**config.mk**
```make
export PLATFORM = sky130hd
export DESIGN_NAME = imu_complementary_attitude_filter
export DESIGN_NICKNAME = d
export VERILOG_FILES = /design/src/rtl/core/icf_pkg.sv /design/src/rtl/core/imu_complementary_attitude_filter.sv /design/src/rtl/core/icf_sqrt.sv /design/src/rtl/core/icf_cordic.sv /design/src/rtl/core/icf_mul.sv /design/src/rtl/core/icf_div.sv
export SDC_FILE = /design/constraint.sdc
export NUM_CORES = 2
export LEC_CHECK = 0
export BUFFER_PORTS_ARGS = -buffer_cell sky130_fd_sc_hd__buf_2
export CORE_MARGIN = 2
export CORE_UTILIZATION = 58
export CTS_BUF_LIST = sky130_fd_sc_hd__clkbuf_16
export CTS_CLUSTER_SIZE = 20
export DETAILED_ROUTE_END_ITERATION = 7
export PLACE_DENSITY = 0.83
export SETUP_SLACK_MARGIN = 0.4
export SKIP_LAST_GASP = 1
export SYNTH_ARGS = -nofsm -noshare
export SYNTH_HDL_FRONTEND = slang
export SYNTH_SLANG_ARGS = --single-unit
```
**constraint.sdc**
```tcl
create_clock -name clock -period 9.9 [get_ports clock]
set_input_delay 0.495 -clock clock [delete_from_list [all_inputs] [get_ports clock]]
set_output_delay 0.495 -clock clock [all_outputs]
set_load 0.01 [all_outputs]
```
**src/rtl/core/icf_pkg.sv**
```systemverilog
// Shared types, widths, constants and tables of the complementary attitude filter.
package icf_pkg;

   localparam int unsigned CORDIC_STEPS_DEF = 16;
   localparam int unsigned CORDIC_W = 36;
   localparam int unsigned ZW = 26;
   localparam int unsigned MUL_A_W = 28;
   localparam int unsigned MUL_B_W = 18;
   localparam int unsigned MUL_P_W = 46;
   localparam int unsigned DIV_W = 52;
   localparam int unsigned DEN_W = 27;
   localparam int unsigned SQ_W = 32;

   localparam logic [ZW-1:0] DEG180 = ZW'(180 * 65536);
   localparam logic [DEN_W-1:0] DEN_DT = DEN_W'(131000000);
   localparam logic [DEN_W-1:0] DEN_RATE = DEN_W'(131);
   localparam logic [DIV_W-1:0] HALF_DT = DIV_W'(65500000);
   localparam logic [DIV_W-1:0] HALF_RATE = DIV_W'(65);
   localparam logic [17:0] DT_DEFAULT = 18'd10000;
   localparam logic [31:0] DT_LIMIT = 32'd200000;
   localparam logic [16:0] ALPHA_ONE = 17'd65536;
   localparam logic [16:0] ALPHA_RESET = 17'd64225;

   localparam logic [1:0] CSR_GYRO_X_BIAS = 2'd0;
   localparam logic [1:0] CSR_GYRO_Y_BIAS = 2'd1;
   localparam logic [1:0] CSR_BLEND_WEIGHT = 2'd2;

   localparam logic OP_UPDATE = 1'b0;
   localparam logic OP_SEED = 1'b1;

   typedef enum logic [3:0] {
      ST_IDLE, ST_SQA, ST_SQB, ST_SQRT, ST_CROLL, ST_CPITCH, ST_SEED,
      ST_MDT, ST_DDT, ST_MG, ST_MACC, ST_DRATE, ST_FIN
   } state_type;

   function automatic logic [21:0] icf_atan(input logic [4:0] idx);
      logic [21:0] v;
      case (idx)
         5'd0: v = 22'd2949120;
         5'd1: v = 22'd1740967;
         5'd2: v = 22'd919879;
         5'd3: v = 22'd466945;
         5'd4: v = 22'd234379;
         5'd5: v = 22'd117304;
         5'd6: v = 22'd58666;
         5'd7: v = 22'd29335;
         5'd8: v = 22'd14668;
         5'd9: v = 22'd7334;
         5'd10: v = 22'd3667;
         5'd11: v = 22'd1833;
         5'd12: v = 22'd917;
         5'd13: v = 22'd458;
         5'd14: v = 22'd229;
         5'd15: v = 22'd115;
         5'd16: v = 22'd57;
         5'd17: v = 22'd29;
         5'd18: v = 22'd14;
         5'd19: v = 22'd7;
         5'd20: v = 22'd4;
         5'd21: v = 22'd2;
         5'd22: v = 22'd1;
         default: v = 22'd0;
      endcase
      return v;
   endfunction

   function automatic logic signed [18:0] icf_clamp(input logic signed [24:0] v);
      logic signed [18:0] r;
      if (v > 25'sd262143) begin
         r = 19'sd262143;
      end else if (v < -25'sd262144) begin
         r = -19'sd262144;
      end else begin
         r = v[18:0];
      end
      return r;
   endfunction

endpackage

```
**src/rtl/core/imu_complementary_attitude_filter.sv**
```systemverilog
// Top level of the complementary roll/pitch attitude filter.
//
//   port group  direction  what it carries
//   req_*       in         one raw IMU sample per item, tuser = op
//   rsp_*       out        filtered angles and rates, one item per sample
//   csr_*       in         bias and blend weight register writes
//
// An update item runs the square root, two CORDIC passes and, per axis, three
// runs of one shared shift-add multiplier and two of a bit-serial divider, all
// one after another; a seed item stops after the two CORDIC passes.
// One item is worked on at a time; the next is taken while a result waits.
// Reset is synchronous, clears the angles and biases and restores the blend weight.
module imu_complementary_attitude_filter
   import icf_pkg::*;
#(
   parameter int unsigned CORDIC_STEPS = CORDIC_STEPS_DEF
)(
   input  logic          clock,
   input  logic          reset,
   input  logic          req_tvalid,
   output logic          req_tready,
   // accel_x, accel_y, accel_z, gyro_x, gyro_y, elapsed_us
   input  logic [111:0]  req_tdata,
   // op
   input  logic [0:0]    req_tuser,
   output logic          rsp_tvalid,
   input  logic          rsp_tready,
   // roll_angle_out, pitch_angle_out, roll_rate_out, pitch_rate_out, zero pad
   output logic [79:0]   rsp_tdata,
   input  logic          csr_wr_en,
   input  logic [1:0]    csr_index,
   input  logic [19:0]   csr_wdata
);

   state_type state_ff, state_in;

   logic signed [19:0] bias_x_ff, bias_y_ff;
   logic [16:0]        weight_ff;

   logic               op_ff, axis_ff, issued_ff;
   logic signed [15:0] ax_ff, ay_ff, az_ff;
   logic signed [20:0] dx_ff, dy_ff;
   logic [17:0]        dt_ff;
   logic [16:0]        alpha_ff;
   logic [SQ_W-1:0]    sq_ff, mag_ff;
   logic signed [ZW-1:0] acc_r_ff, acc_p_ff;
   logic signed [MUL_P_W-1:0] s1_ff;
   logic signed [MUL_A_W-1:0] g_ff;
   logic [DIV_W-1:0]   dnum_ff;
   logic               dneg_ff;
   logic signed [18:0] roll_ff, pitch_ff;
   logic signed [19:0] rr_ff, pr_ff;
   logic               rsp_valid_ff;
   logic [79:0]        rsp_data_ff;

   logic accept;
   logic sqrt_start, cordic_start, mul_start, div_start;
   logic sqrt_done, cordic_done, mul_done, div_done;
   logic [SQ_W-1:0] root;
   logic signed [ZW-1:0] angle;
   logic signed [MUL_P_W-1:0] product;
   logic [DIV_W-1:0] quotient;
   logic signed [CORDIC_W-1:0] cy, cx;
   logic signed [MUL_A_W-1:0] mul_a;
   logic [MUL_B_W-1:0] mul_b;
   logic [DEN_W-1:0] den;
   logic signed [15:0] sq_in;
   logic signed [31:0] sq_prod;
   logic [31:0] el;
   logic [16:0] wt;
   logic signed [20:0] diff;
   logic signed [18:0] old;
   logic signed [ZW-1:0] acc_sel;
   logic [MUL_P_W-1:0] pmag;
   logic [20:0] dmag;
   logic signed [MUL_P_W:0] sum;
   logic signed [ZW:0] seed_r, seed_p;
   logic signed [MUL_A_W-1:0] term;
   logic signed [19:0] rate;

   assign accept = req_tvalid && req_tready;
   assign el = req_tdata[111:80];
   assign wt = weight_ff;

   assign diff = axis_ff ? dy_ff : dx_ff;
   assign old = axis_ff ? pitch_ff : roll_ff;
   assign acc_sel = axis_ff ? acc_p_ff : acc_r_ff;
   assign pmag = product[MUL_P_W-1] ? MUL_P_W'(-product) : MUL_P_W'(product);
   assign dmag = diff[20] ? 21'(-diff) : 21'(diff);
   assign sum = MUL_P_W'(s1_ff) + (MUL_P_W + 1)'(product) + (MUL_P_W + 1)'(1 << 21);
   assign seed_r = (ZW + 1)'(acc_r_ff) + (ZW + 1)'(32);
   assign seed_p = (ZW + 1)'(acc_p_ff) + (ZW + 1)'(32);
   assign term = dneg_ff ? -$signed(MUL_A_W'(quotient[26:0]))
                         : $signed(MUL_A_W'(quotient[26:0]));
   assign rate = dneg_ff ? -$signed(quotient[19:0]) : $signed(quotient[19:0]);
   assign sq_in = (state_ff == ST_SQA) ? ay_ff : az_ff;
   assign sq_prod = sq_in * sq_in;

   assign cy = (state_ff == ST_CROLL) ? CORDIC_W'($signed({ay_ff, 16'b0}))
                                      : -CORDIC_W'($signed({ax_ff, 16'b0}));
   assign cx = (state_ff == ST_CROLL) ? CORDIC_W'($signed({az_ff, 16'b0}))
                                      : $signed({4'b0, mag_ff});

   always_comb begin
      mul_a = $signed({{3{old[18]}}, old, 6'b0});
      mul_b = '0;
      unique case (state_ff)
         ST_MDT: begin
            mul_a = MUL_A_W'(diff);
            mul_b = dt_ff;
         end
         ST_MG: begin
            mul_a = g_ff;
            mul_b = MUL_B_W'(alpha_ff);
         end
         ST_MACC: begin
            mul_a = MUL_A_W'(acc_sel);
            mul_b = MUL_B_W'(ALPHA_ONE - alpha_ff);
         end
         default: begin
            mul_b = '0;
         end
      endcase
   end

   assign den = (state_ff == ST_DDT) ? DEN_DT : DEN_RATE;

   always_ff @(posedge clock) begin
      if (reset) begin
         state_ff <= ST_IDLE;
      end else begin
         state_ff <= state_in;
      end
   end

   always_comb begin
      state_in = state_ff;
      req_tready = 1'b0;
      sqrt_start = 1'b0;
      cordic_start = 1'b0;
      mul_start = 1'b0;
      div_start = 1'b0;
      unique case (state_ff)
         ST_IDLE: begin
            req_tready = 1'b1;
            if (req_tvalid) begin
               state_in = ST_SQA;
            end
         end
         ST_SQA: state_in = ST_SQB;
         ST_SQB: state_in = ST_SQRT;
         ST_SQRT: begin
            sqrt_start = !issued_ff;
            if (sqrt_done) begin
               state_in = ST_CROLL;
            end
         end
         ST_CROLL: begin
            cordic_start = !issued_ff;
            if (cordic_done) begin
               state_in = ST_CPITCH;
            end
         end
         ST_CPITCH: begin
            cordic_start = !issued_ff;
            if (cordic_done) begin
               state_in = (op_ff == OP_SEED) ? ST_SEED : ST_MDT;
            end
         end
         ST_SEED: state_in = ST_FIN;
         ST_MDT: begin
            mul_start = !issued_ff;
            if (mul_done) begin
               state_in = ST_DDT;
            end
         end
         ST_DDT: begin
            div_start = !issued_ff;
            if (div_done) begin
               state_in = ST_MG;
            end
         end
         ST_MG: begin
            mul_start = !issued_ff;
            if (mul_done) begin
               state_in = ST_MACC;
            end
         end
         ST_MACC: begin
            mul_start = !issued_ff;
            if (mul_done) begin
               state_in = ST_DRATE;
            end
         end
         ST_DRATE: begin
            div_start = !issued_ff;
            if (div_done) begin
               state_in = axis_ff ? ST_FIN : ST_MDT;
            end
         end
         ST_FIN: begin
            if (!rsp_valid_ff || rsp_tready) begin
               state_in = ST_IDLE;
            end
         end
         default: state_in = ST_IDLE;
      endcase
   end

   // control registers
   always_ff @(posedge clock) begin
      if (reset) begin
         issued_ff <= 1'b0;
         axis_ff <= 1'b0;
         rsp_valid_ff <= 1'b0;
         bias_x_ff <= '0;
         bias_y_ff <= '0;
         weight_ff <= ALPHA_RESET;
         roll_ff <= '0;
         pitch_ff <= '0;
      end else begin
         if (sqrt_start || cordic_start || mul_start || div_start) begin
            issued_ff <= 1'b1;
         end else if (sqrt_done || cordic_done || mul_done || div_done) begin
            issued_ff <= 1'b0;
         end
         if (accept) begin
            axis_ff <= 1'b0;
         end else if (state_ff == ST_DRATE && div_done) begin
            axis_ff <= 1'b1;
         end
         if (state_ff == ST_FIN && (!rsp_valid_ff || rsp_tready)) begin
            rsp_valid_ff <= 1'b1;
         end else if (rsp_tready) begin
            rsp_valid_ff <= 1'b0;
         end
         if (csr_wr_en) begin
            unique case (csr_index)
               CSR_GYRO_X_BIAS: bias_x_ff <= csr_wdata;
               CSR_GYRO_Y_BIAS: bias_y_ff <= csr_wdata;
               CSR_BLEND_WEIGHT: weight_ff <= csr_wdata[16:0];
               default: ;
            endcase
         end
         if (state_ff == ST_SEED) begin
            roll_ff <= icf_clamp(25'($signed(seed_r[ZW:6])));
            pitch_ff <= icf_clamp(25'($signed(seed_p[ZW:6])));
         end else if (state_ff == ST_MACC && mul_done) begin
            if (axis_ff) begin
               pitch_ff <= icf_clamp(sum[MUL_P_W:22]);
            end else begin
               roll_ff <= icf_clamp(sum[MUL_P_W:22]);
            end
         end
      end
   end

   // datapath registers
   always_ff @(posedge clock) begin
      if (accept) begin
         op_ff <= req_tuser[0];
         ax_ff <= req_tdata[15:0];
         ay_ff <= req_tdata[31:16];
         az_ff <= req_tdata[47:32];
         dx_ff <= $signed({req_tdata[63], req_tdata[63:48], 4'b0}) - 21'(bias_x_ff);
         dy_ff <= $signed({req_tdata[79], req_tdata[79:64], 4'b0}) - 21'(bias_y_ff);
         dt_ff <= (el == 32'd0 || el > DT_LIMIT) ? DT_DEFAULT : el[17:0];
         alpha_ff <= (wt > ALPHA_ONE) ? ALPHA_ONE : wt;
      end
      if (state_ff == ST_SQA) begin
         sq_ff <= 32'(sq_prod);
      end
      if (state_ff == ST_SQB) begin
         sq_ff <= sq_ff + 32'(sq_prod);
      end
      if (sqrt_done) begin
         mag_ff <= root;
      end
      if (cordic_done) begin
         if (state_ff == ST_CROLL) begin
            acc_r_ff <= angle;
         end else begin
            acc_p_ff <= angle;
         end
      end
      if (state_ff == ST_SEED) begin
         rr_ff <= '0;
         pr_ff <= '0;
      end
      if (mul_done) begin
         unique case (state_ff)
            ST_MDT: begin
               dneg_ff <= product[MUL_P_W-1];
               dnum_ff <= (DIV_W'(pmag) << 12) + HALF_DT;
            end
            ST_MG: s1_ff <= product;
            ST_MACC: begin
               dneg_ff <= diff[20];
               dnum_ff <= (DIV_W'(dmag) << 6) + HALF_RATE;
            end
            default: ;
         endcase
      end
      if (div_done) begin
         if (state_ff == ST_DDT) begin
            g_ff <= $signed({{3{old[18]}}, old, 6'b0}) + term;
         end else if (axis_ff) begin
            pr_ff <= rate;
         end else begin
            rr_ff <= rate;
         end
      end
      if (state_ff == ST_FIN && (!rsp_valid_ff || rsp_tready)) begin
         rsp_data_ff <= {2'b0, pr_ff, rr_ff, pitch_ff, roll_ff};
      end
   end

   icf_sqrt u_sqrt (
      .clock    (clock),
      .reset    (reset),
      .start    (sqrt_start),
      .radicand (sq_ff),
      .done     (sqrt_done),
      .root     (root)
   );

   icf_cordic #(
      .STEPS (CORDIC_STEPS)
   ) u_cordic (
      .clock (clock),
      .reset (reset),
      .start (cordic_start),
      .y_in  (cy),
      .x_in  (cx),
      .done  (cordic_done),
      .angle (angle)
   );

   icf_mul u_mul (
      .clock   (clock),
      .reset   (reset),
      .start   (mul_start),
      .a       (mul_a),
      .b       (mul_b),
      .done    (mul_done),
      .product (product)
   );

   icf_div u_div (
      .clock    (clock),
      .reset    (reset),
      .start    (div_start),
      .num      (dnum_ff),
      .den      (den),
      .done     (div_done),
      .quotient (quotient)
   );

   assign rsp_tvalid = rsp_valid_ff;
   assign rsp_tdata = rsp_data_ff;

endmodule

```
**src/rtl/core/icf_sqrt.sv**
```systemverilog
// Digit-recurrence integer square root, one result bit per cycle.
module icf_sqrt
   import icf_pkg::*;
(
   input  logic              clock,
   input  logic              reset,
   input  logic              start,
   input  logic [SQ_W-1:0]   radicand,
   output logic              done,
   output logic [SQ_W-1:0]   root
);

   logic [2*SQ_W-1:0] n_ff;
   logic [SQ_W+2:0]   rem_ff;
   logic [SQ_W-1:0]   root_ff;
   logic [4:0]        cnt_ff;
   logic              busy_ff;
   logic              done_ff;
   logic [SQ_W+2:0]   rem2;
   logic [SQ_W+2:0]   trial;

   assign rem2 = {rem_ff[SQ_W:0], n_ff[2*SQ_W-1 -: 2]};
   assign trial = {1'b0, root_ff, 2'b01};

   always_ff @(posedge clock) begin
      if (reset) begin
         busy_ff <= 1'b0;
         done_ff <= 1'b0;
         cnt_ff <= '0;
      end else begin
         done_ff <= 1'b0;
         if (start) begin
            busy_ff <= 1'b1;
            cnt_ff <= '0;
         end else if (busy_ff) begin
            cnt_ff <= cnt_ff + 5'd1;
            if (cnt_ff == 5'(SQ_W - 1)) begin
               busy_ff <= 1'b0;
               done_ff <= 1'b1;
            end
         end
      end
   end

   always_ff @(posedge clock) begin
      if (start) begin
         n_ff <= {radicand, {SQ_W{1'b0}}};
         rem_ff <= '0;
         root_ff <= '0;
      end else if (busy_ff) begin
         n_ff <= {n_ff[2*SQ_W-3:0], 2'b00};
         if (rem2 >= trial) begin
            rem_ff <= rem2 - trial;
            root_ff <= {root_ff[SQ_W-2:0], 1'b1};
         end else begin
            rem_ff <= rem2;
            root_ff <= {root_ff[SQ_W-2:0], 1'b0};
         end
      end
   end

   assign done = done_ff;
   assign root = root_ff;

endmodule

```
**src/rtl/core/icf_cordic.sv**
```systemverilog
// Iterative CORDIC in vectoring mode giving atan2 in 2^-16 degree.
module icf_cordic
   import icf_pkg::*;
#(
   parameter int unsigned STEPS = CORDIC_STEPS_DEF
)(
   input  logic                        clock,
   input  logic                        reset,
   input  logic                        start,
   input  logic signed [CORDIC_W-1:0]  y_in,
   input  logic signed [CORDIC_W-1:0]  x_in,
   output logic                        done,
   output logic signed [ZW-1:0]        angle
);

   localparam int unsigned CNT_W = $clog2(STEPS);

   logic signed [CORDIC_W-1:0] x_ff, y_ff, xs, ys;
   logic signed [ZW-1:0]       z_ff, tab;
   logic [CNT_W-1:0]           cnt_ff;
   logic                       busy_ff, done_ff;

   assign xs = x_ff >>> cnt_ff;
   assign ys = y_ff >>> cnt_ff;
   assign tab = $signed(ZW'(icf_atan(5'(cnt_ff))));

   always_ff @(posedge clock) begin
      if (reset) begin
         busy_ff <= 1'b0;
         done_ff <= 1'b0;
         cnt_ff <= '0;
      end else begin
         done_ff <= 1'b0;
         if (start) begin
            busy_ff <= 1'b1;
            cnt_ff <= '0;
         end else if (busy_ff) begin
            cnt_ff <= cnt_ff + CNT_W'(1);
            if (cnt_ff == CNT_W'(STEPS - 1)) begin
               busy_ff <= 1'b0;
               done_ff <= 1'b1;
            end
         end
      end
   end

   always_ff @(posedge clock) begin
      if (start) begin
         if (x_in < 0) begin
            z_ff <= (y_in >= 0) ? $signed(DEG180) : -$signed(DEG180);
            x_ff <= -x_in;
            y_ff <= -y_in;
         end else begin
            z_ff <= '0;
            x_ff <= x_in;
            y_ff <= y_in;
         end
      end else if (busy_ff) begin
         if (y_ff > 0) begin
            x_ff <= x_ff + ys;
            y_ff <= y_ff - xs;
            z_ff <= z_ff + tab;
         end else if (y_ff < 0) begin
            x_ff <= x_ff - ys;
            y_ff <= y_ff + xs;
            z_ff <= z_ff - tab;
         end
      end
   end

   assign done = done_ff;
   assign angle = z_ff;

endmodule

```
**src/rtl/core/icf_mul.sv**
```systemverilog
// Shift-add multiplier, signed by unsigned, one multiplier bit per cycle.
module icf_mul
   import icf_pkg::*;
(
   input  logic                       clock,
   input  logic                       reset,
   input  logic                       start,
   input  logic signed [MUL_A_W-1:0]  a,
   input  logic [MUL_B_W-1:0]         b,
   output logic                       done,
   output logic signed [MUL_P_W-1:0]  product
);

   logic signed [MUL_P_W-1:0] acc_ff, a_ff;
   logic [MUL_B_W-1:0]        b_ff;
   logic [4:0]                cnt_ff;
   logic                      busy_ff, done_ff;

   always_ff @(posedge clock) begin
      if (reset) begin
         busy_ff <= 1'b0;
         done_ff <= 1'b0;
         cnt_ff <= '0;
      end else begin
         done_ff <= 1'b0;
         if (start) begin
            busy_ff <= 1'b1;
            cnt_ff <= '0;
         end else if (busy_ff) begin
            cnt_ff <= cnt_ff + 5'd1;
            if (cnt_ff == 5'(MUL_B_W - 1)) begin
               busy_ff <= 1'b0;
               done_ff <= 1'b1;
            end
         end
      end
   end

   always_ff @(posedge clock) begin
      if (start) begin
         acc_ff <= '0;
         a_ff <= MUL_P_W'(a);
         b_ff <= b;
      end else if (busy_ff) begin
         if (b_ff[0]) begin
            acc_ff <= acc_ff + a_ff;
         end
         a_ff <= a_ff <<< 1;
         b_ff <= b_ff >> 1;
      end
   end

   assign done = done_ff;
   assign product = acc_ff;

endmodule

```
**src/rtl/core/icf_div.sv**
```systemverilog
// Restoring unsigned divider, one quotient bit per cycle.
module icf_div
   import icf_pkg::*;
(
   input  logic              clock,
   input  logic              reset,
   input  logic              start,
   input  logic [DIV_W-1:0]  num,
   input  logic [DEN_W-1:0]  den,
   output logic              done,
   output logic [DIV_W-1:0]  quotient
);

   logic [DIV_W-1:0] q_ff;
   logic [DEN_W:0]   rem_ff, rem2;
   logic [DEN_W-1:0] den_ff;
   logic [5:0]       cnt_ff;
   logic             busy_ff, done_ff, take;

   assign rem2 = {rem_ff[DEN_W-1:0], q_ff[DIV_W-1]};
   assign take = rem2 >= {1'b0, den_ff};

   always_ff @(posedge clock) begin
      if (reset) begin
         busy_ff <= 1'b0;
         done_ff <= 1'b0;
         cnt_ff <= '0;
      end else begin
         done_ff <= 1'b0;
         if (start) begin
            busy_ff <= 1'b1;
            cnt_ff <= '0;
         end else if (busy_ff) begin
            cnt_ff <= cnt_ff + 6'd1;
            if (cnt_ff == 6'(DIV_W - 1)) begin
               busy_ff <= 1'b0;
               done_ff <= 1'b1;
            end
         end
      end
   end

   always_ff @(posedge clock) begin
      if (start) begin
         q_ff <= num;
         rem_ff <= '0;
         den_ff <= den;
      end else if (busy_ff) begin
         rem_ff <= take ? rem2 - {1'b0, den_ff} : rem2;
         q_ff <= {q_ff[DIV_W-2:0], take};
      end
   end

   assign done = done_ff;
   assign quotient = q_ff;

endmodule

```
==> load_flow_metrics.sql <==
INSERT INTO impl_metrics (metric_group, metric, value, unit) VALUES
('route', 'dr.pass1.iters', '8', ''),
('timing', 'max_slew_margin', '10.8', '%'),
('timing', 'max_slew_violation_total_from_the_final_report', '0', ''),
('floorplan', 'die-area', '130000', 'um^2'),
('finish', 'final-seq-area', '27400', 'um^2'),
('timing', 'timing.final.hold_violations', '0', ''),
('clock_network', 'cts-buffers-inserted', '109', ''),
('place', 'gpl.final_weighted_congestion', '1.04', ''),
('route', 'detailed_route_wire_length_per_cell', '21.8', 'um'),
('clock_network', 'cts-root-buf', 'sky130_fd_sc_hd__clkbuf_16', ''),
('logic_synthesis', 'sequential_fraction_of_the_synthesis_area', '37.0', '%'),
('min_path', 'hold_path_class', 'in2reg', ''),
('global_route', 'grt_util_all_layers', '31.9', '%'),
('run_status', 'result_of_the_run', 'finished, final reports clean', ''),
('worst_setup_path', 'timing_worst_setup_path_type', 'reg2reg', ''),
('timing', 'setup-violations-final', '0', ''),
('worst_setup_path', 'crit_path_end_kind', 'register', ''),
('floorplan', 'die-height', '361', 'um'),
('place', 'io_buffers', '219', ''),
('route', 'vias_per_cell', '6.25', ''),
('logic_synthesis', 'most_frequently_used_flop_master_after_synthesis', 'sky130_fd_sc_hd__edfxtp_1', ''),
('worst_setup_path', 'critPathArrivalTime', '9.62', 'ns'),
('worst_setup_path', 'worst_reg2reg_startpoint', 'state_ff[1]', ''),
('job', 'cap_violations', '0', ''),
('logic_synthesis', 'yosys_register_bits', '1021', ''),
('finish', 'flow.area_growth_from_synthesis', '9.79', '%'),
('floorplan', 'floorplan.rows', '130', ''),
('worst_setup_path', 'critical_path.startpoint', 'state_ff[1]', ''),
('global_route', 'grt_start_max_net_pins', '102', ''),
('route', 'detailroute.via_count', '60800', ''),
('timing', 'tightest_slew', '1.33', 'ns'),
('logic_synthesis', 'syn_avg_cell_area', '9.44', 'um^2'),
('route', 'finalWirelength', '212', 'mm'),
('worst_setup_path', 'setup.worst_path.start_class', 'register', ''),
('finish', 'layout.filler_cells', '9921', ''),
('worst_setup_path', 'worst_path_most_repeated_cell', 'sky130_fd_sc_hd__fa_1', ''),
('place', 'dp_slack', '0.224', 'ns'),
('timing', 'final_period_minus_worst_setup_slack', '9.17', 'ns'),
('clock_network', 'reg_clk_slew_reported_paths', '0.06', 'ns'),
('logic_synthesis', 'syn-instance-count', '7822', ''),
('route', 'drc', '0', ''),
('clock_network', 'max-clock-path-buffers', '3', ''),
('worst_setup_path', 'timing.critical_path.slowest_cell_delay', '0.55', 'ns'),
('logic_synthesis', 'synth_async_sr_flop_share', '0', '%'),
('logic_synthesis', 'netlist_area', '73900', 'um^2'),
('floorplan', 'die_width', '361', 'um'),
('finish', 'layout-drive-gt1-share', '10.1', '%'),
('worst_setup_path', 'number_of_cells_on_the_worst_reg_to_reg_path', '38', ''),
('finish', 'final_core_util', '64.3', '%'),
('timing', 'totalNegativeSetupSlack', '0', 'ns'),
('global_route', 'number_of_global_route_vias_before_repair', '58900', ''),
('clock_network', 'cts_tree', 'built', ''),
('worst_setup_path', 'timing.critical_path.slowest_stage_cell', 'sky130_fd_sc_hd__fa_1', ''),
('timing', 'grt_setup_unrepaired', 'no', ''),
('logic_synthesis', 'yosys_warnings', '0', ''),
('logic_synthesis', 'synth_enable_flop_cells', '691', ''),
('finish', 'design.final.nets', '8840', ''),
('global_route', 'sum_of_overflow_across_all_layers_after_global_routing', '0', ''),
('clock_network', 'worst_skew_pair.late_latency', '0.77', 'ns'),
('floorplan', 'core-area', '126000', 'um^2'),
('timing', 'final.setup_skew', '0.0717', 'ns'),
('timing', 'fin_ws', '0.729', 'ns'),
('global_route', 'wire_length_of_the_first_global_routing_pass', '329', 'mm'),
('worst_setup_path', 'required', '10.34', 'ns'),
('clock_network', 'cts_h_tree_lvls', '3', ''),
('timing', 'finalCritPeriodShare', '92.6', '%'),
('worst_setup_path', 'worstPathMaxFanout', '12', ''),
('route', 'ant_nets', '0', ''),
('route', 'iter_0_drt_violations', '6787', ''),
('logic_synthesis', 'post_synth_num_cell_types', '109', ''),
('worst_setup_path', 'setup.reg_to_reg.worst_slack', '0.73', 'ns'),
('global_route', 'antenna_violations_before_repair', '13', ''),
('floorplan', 'design.portCount', '222', ''),
('timing', 'maxClockFrequency', '109', 'MHz'),
('floorplan', 'starting_density_of_the_core', '58.6', '%'),
('finish', 'area_of_combinational_cells_with_multiple_inputs', '43200', 'um^2'),
('clock_network', 'clock_sink_count', '1021', ''),
('worst_setup_path', 'rr_endpoint', 'sq_ff[31]', ''),
('worst_setup_path', 'worst_setup_endpoint', 'sq_ff[31]', ''),
('place', 'dp_hpwl', '159', 'mm');
worst min path at each step:
stage | end | start | depth (start not counted)
after CTS | dt_ff[14] | req_tdata[94] | 2
after global routing | op_ff | req_tuser | 1
after global placement | rsp_tdata[57] | rr_ff[19] | 0
after floorplan | s1_ff[45] | u_mul.product[45] | 0
final | dt_ff[14] | req_tdata[94] | 2
after detailed placement | rsp_tdata[63] | pr_ff[5] | 0
logic make-up (layout without fill, tap and decap cells):
family	Yosys count	in the layout	synth area share (%)
other	1	5	0.00508
DFF	1021	1021	37.0
AOI/OAI and AO/OA	1822	1822	15.1
buffers and inverters	925	1180	4.88
and+or+nand+nor	2427	2427	15.4
xor gates and xnor gates	605	605	7.17
adders and majority gates	719	719	14.6
muxes	302	302	5.74
worst max-delay path: cells and delay by family (launching register included):
family | cells | cell delay [ns]
AO/OA/AOI/OAI | 11 | 2.12
AND/OR/NAND/NOR | 8 | 1.07
buffers and inverters | 7 | 0.78
XOR/XNOR | 3 | 0.44
adder cells (fa/ha/maj) | 8 | 3.79
multiplexers | 1 | 0.39
flip-flops | 1 | 0.31
area by class of cell:
cell class / instances / share of cell area, %
diodes: 3 / 0.00926
clock buffers: 117 / 3.61
clock inverters: 91 / 1.00
inverters: 590 / 2.75
multi-input cells: 5877 / 53.3
flip-flops and latches: 1021 / 33.8
well taps: 1650 / 2.55
repair buffers: 382 / 3.06
per-layer routing:
metal / track usage [%] / vias to the layer above / share of wire (%)
met5: 0 / - / 0.036
met4: 16.4 / 12 / 5.8
met3: 6.14 / 559 / 8.9
met2: 51.6 / 2934 / 46
met1: 40.7 / 29200 / 39
li1: - / 28200 / -
registers in the layout (all words and copies together), names as in the netlist, 32 cells and up:
| register | cells |
|---|---|
| u_cordic.x_ff | 36 |
| mag_ff | 32 |
| s1_ff | 46 |
| sq_ff | 32 |
| u_sqrt.n_ff | 32 |
| u_mul.a_ff | 46 |
| u_cordic.y_ff | 36 |
| u_sqrt.root | 32 |
| u_sqrt.rem_ff | 33 |
| u_mul.product | 46 |
| rsp_tdata | 78 |
| dnum_ff | 48 |
| u_div.quotient | 52 |
through the flow:
step | instances | hold WS (ns) | area, um^2
detailed placement | 9461 | 0.416 | 76600
finish | 9731 | 0.0392 | 81100
floorplan | 7823 | 0.406 | 73900
global placement | 9461 | 0.413 | 76600
global route | 9729 | 0.0202 | 81100
CTS | 9718 | 0.00351 | 80800
synthesized netlist by cell type, types with 17 or more instances:
| cell type | n | area share, % |
|---|---|---|
| sky130_fd_sc_hd__or4_1 | 24 | 0.24 |
| sky130_fd_sc_hd__fa_1 | 243 | 6.6 |
| sky130_fd_sc_hd__a21oi_1 | 600 | 4.1 |
| sky130_fd_sc_hd__dfxtp_1 | 330 | 8.9 |
| sky130_fd_sc_hd__and2_1 | 59 | 0.50 |
| sky130_fd_sc_hd__nor2_1 | 562 | 2.9 |
| sky130_fd_sc_hd__o211ai_1 | 35 | 0.36 |
| sky130_fd_sc_hd__edfxtp_1 | 691 | 28 |
| sky130_fd_sc_hd__nand2_1 | 947 | 4.8 |
| sky130_fd_sc_hd__nand2b_1 | 70 | 0.59 |
| sky130_fd_sc_hd__nand3b_1 | 31 | 0.32 |
| sky130_fd_sc_hd__inv_1 | 582 | 3.0 |
| sky130_fd_sc_hd__o21a_1 | 47 | 0.48 |
| sky130_fd_sc_hd__clkbuf_1 | 259 | 1.3 |
| sky130_fd_sc_hd__a221oi_1 | 18 | 0.21 |
| sky130_fd_sc_hd__o21bai_1 | 44 | 0.45 |
| sky130_fd_sc_hd__or2_2 | 37 | 0.31 |
| sky130_fd_sc_hd__o22ai_1 | 62 | 0.53 |
| sky130_fd_sc_hd__mux4_2 | 84 | 2.6 |
| sky130_fd_sc_hd__and3_1 | 62 | 0.53 |
| sky130_fd_sc_hd__a21o_1 | 162 | 1.6 |
| sky130_fd_sc_hd__mux2i_1 | 145 | 2.0 |
| sky130_fd_sc_hd__o31ai_1 | 53 | 0.54 |
| sky130_fd_sc_hd__buf_1 | 43 | 0.22 |
| sky130_fd_sc_hd__o41ai_1 | 21 | 0.25 |
| sky130_fd_sc_hd__nor3_1 | 141 | 0.96 |
| sky130_fd_sc_hd__nor2b_1 | 76 | 0.64 |
| sky130_fd_sc_hd__o21ai_0 | 463 | 3.1 |
| sky130_fd_sc_hd__or3_1 | 51 | 0.43 |
| sky130_fd_sc_hd__a31oi_1 | 60 | 0.51 |
| sky130_fd_sc_hd__nor4_1 | 50 | 0.42 |
| sky130_fd_sc_hd__mux2_2 | 68 | 1.0 |
| sky130_fd_sc_hd__ha_1 | 476 | 8.1 |
| sky130_fd_sc_hd__nand3_1 | 184 | 1.2 |
| sky130_fd_sc_hd__xnor2_1 | 343 | 4.1 |
| sky130_fd_sc_hd__buf_2 | 17 | 0.12 |
| sky130_fd_sc_hd__xor2_1 | 262 | 3.1 |
| sky130_fd_sc_hd__nand4_1 | 47 | 0.40 |
| sky130_fd_sc_hd__a211oi_1 | 87 | 0.88 |
timing repair:
item | 4_1_cts | 5_1_grt
pin swaps | 0 | 15
hold endpoints to repair | 49 | 0
buffers inserted | 0 | 9
setup endpoints to repair | 4 | 8
gates cloned | 0 | 1
resized for setup | 3 | 39
hold buffers | 49 | 0
layout by cell type (no fill, tap or decap), types with 262 or more instances in the layout:
cell                       count
sky130_fd_sc_hd__edfxtp_1    691
sky130_fd_sc_hd__a21oi_1     599
sky130_fd_sc_hd__inv_1       590
sky130_fd_sc_hd__ha_1        473
sky130_fd_sc_hd__dfxtp_1     324
sky130_fd_sc_hd__nand2_1     943
sky130_fd_sc_hd__xnor2_1     343
sky130_fd_sc_hd__nor2_1      556
sky130_fd_sc_hd__o21ai_0     459
sky130_fd_sc_hd__xor2_1      262
Power is not shown: default switching activity piles up to over one toggle a cycle in this logic, so the estimate is an artifact.
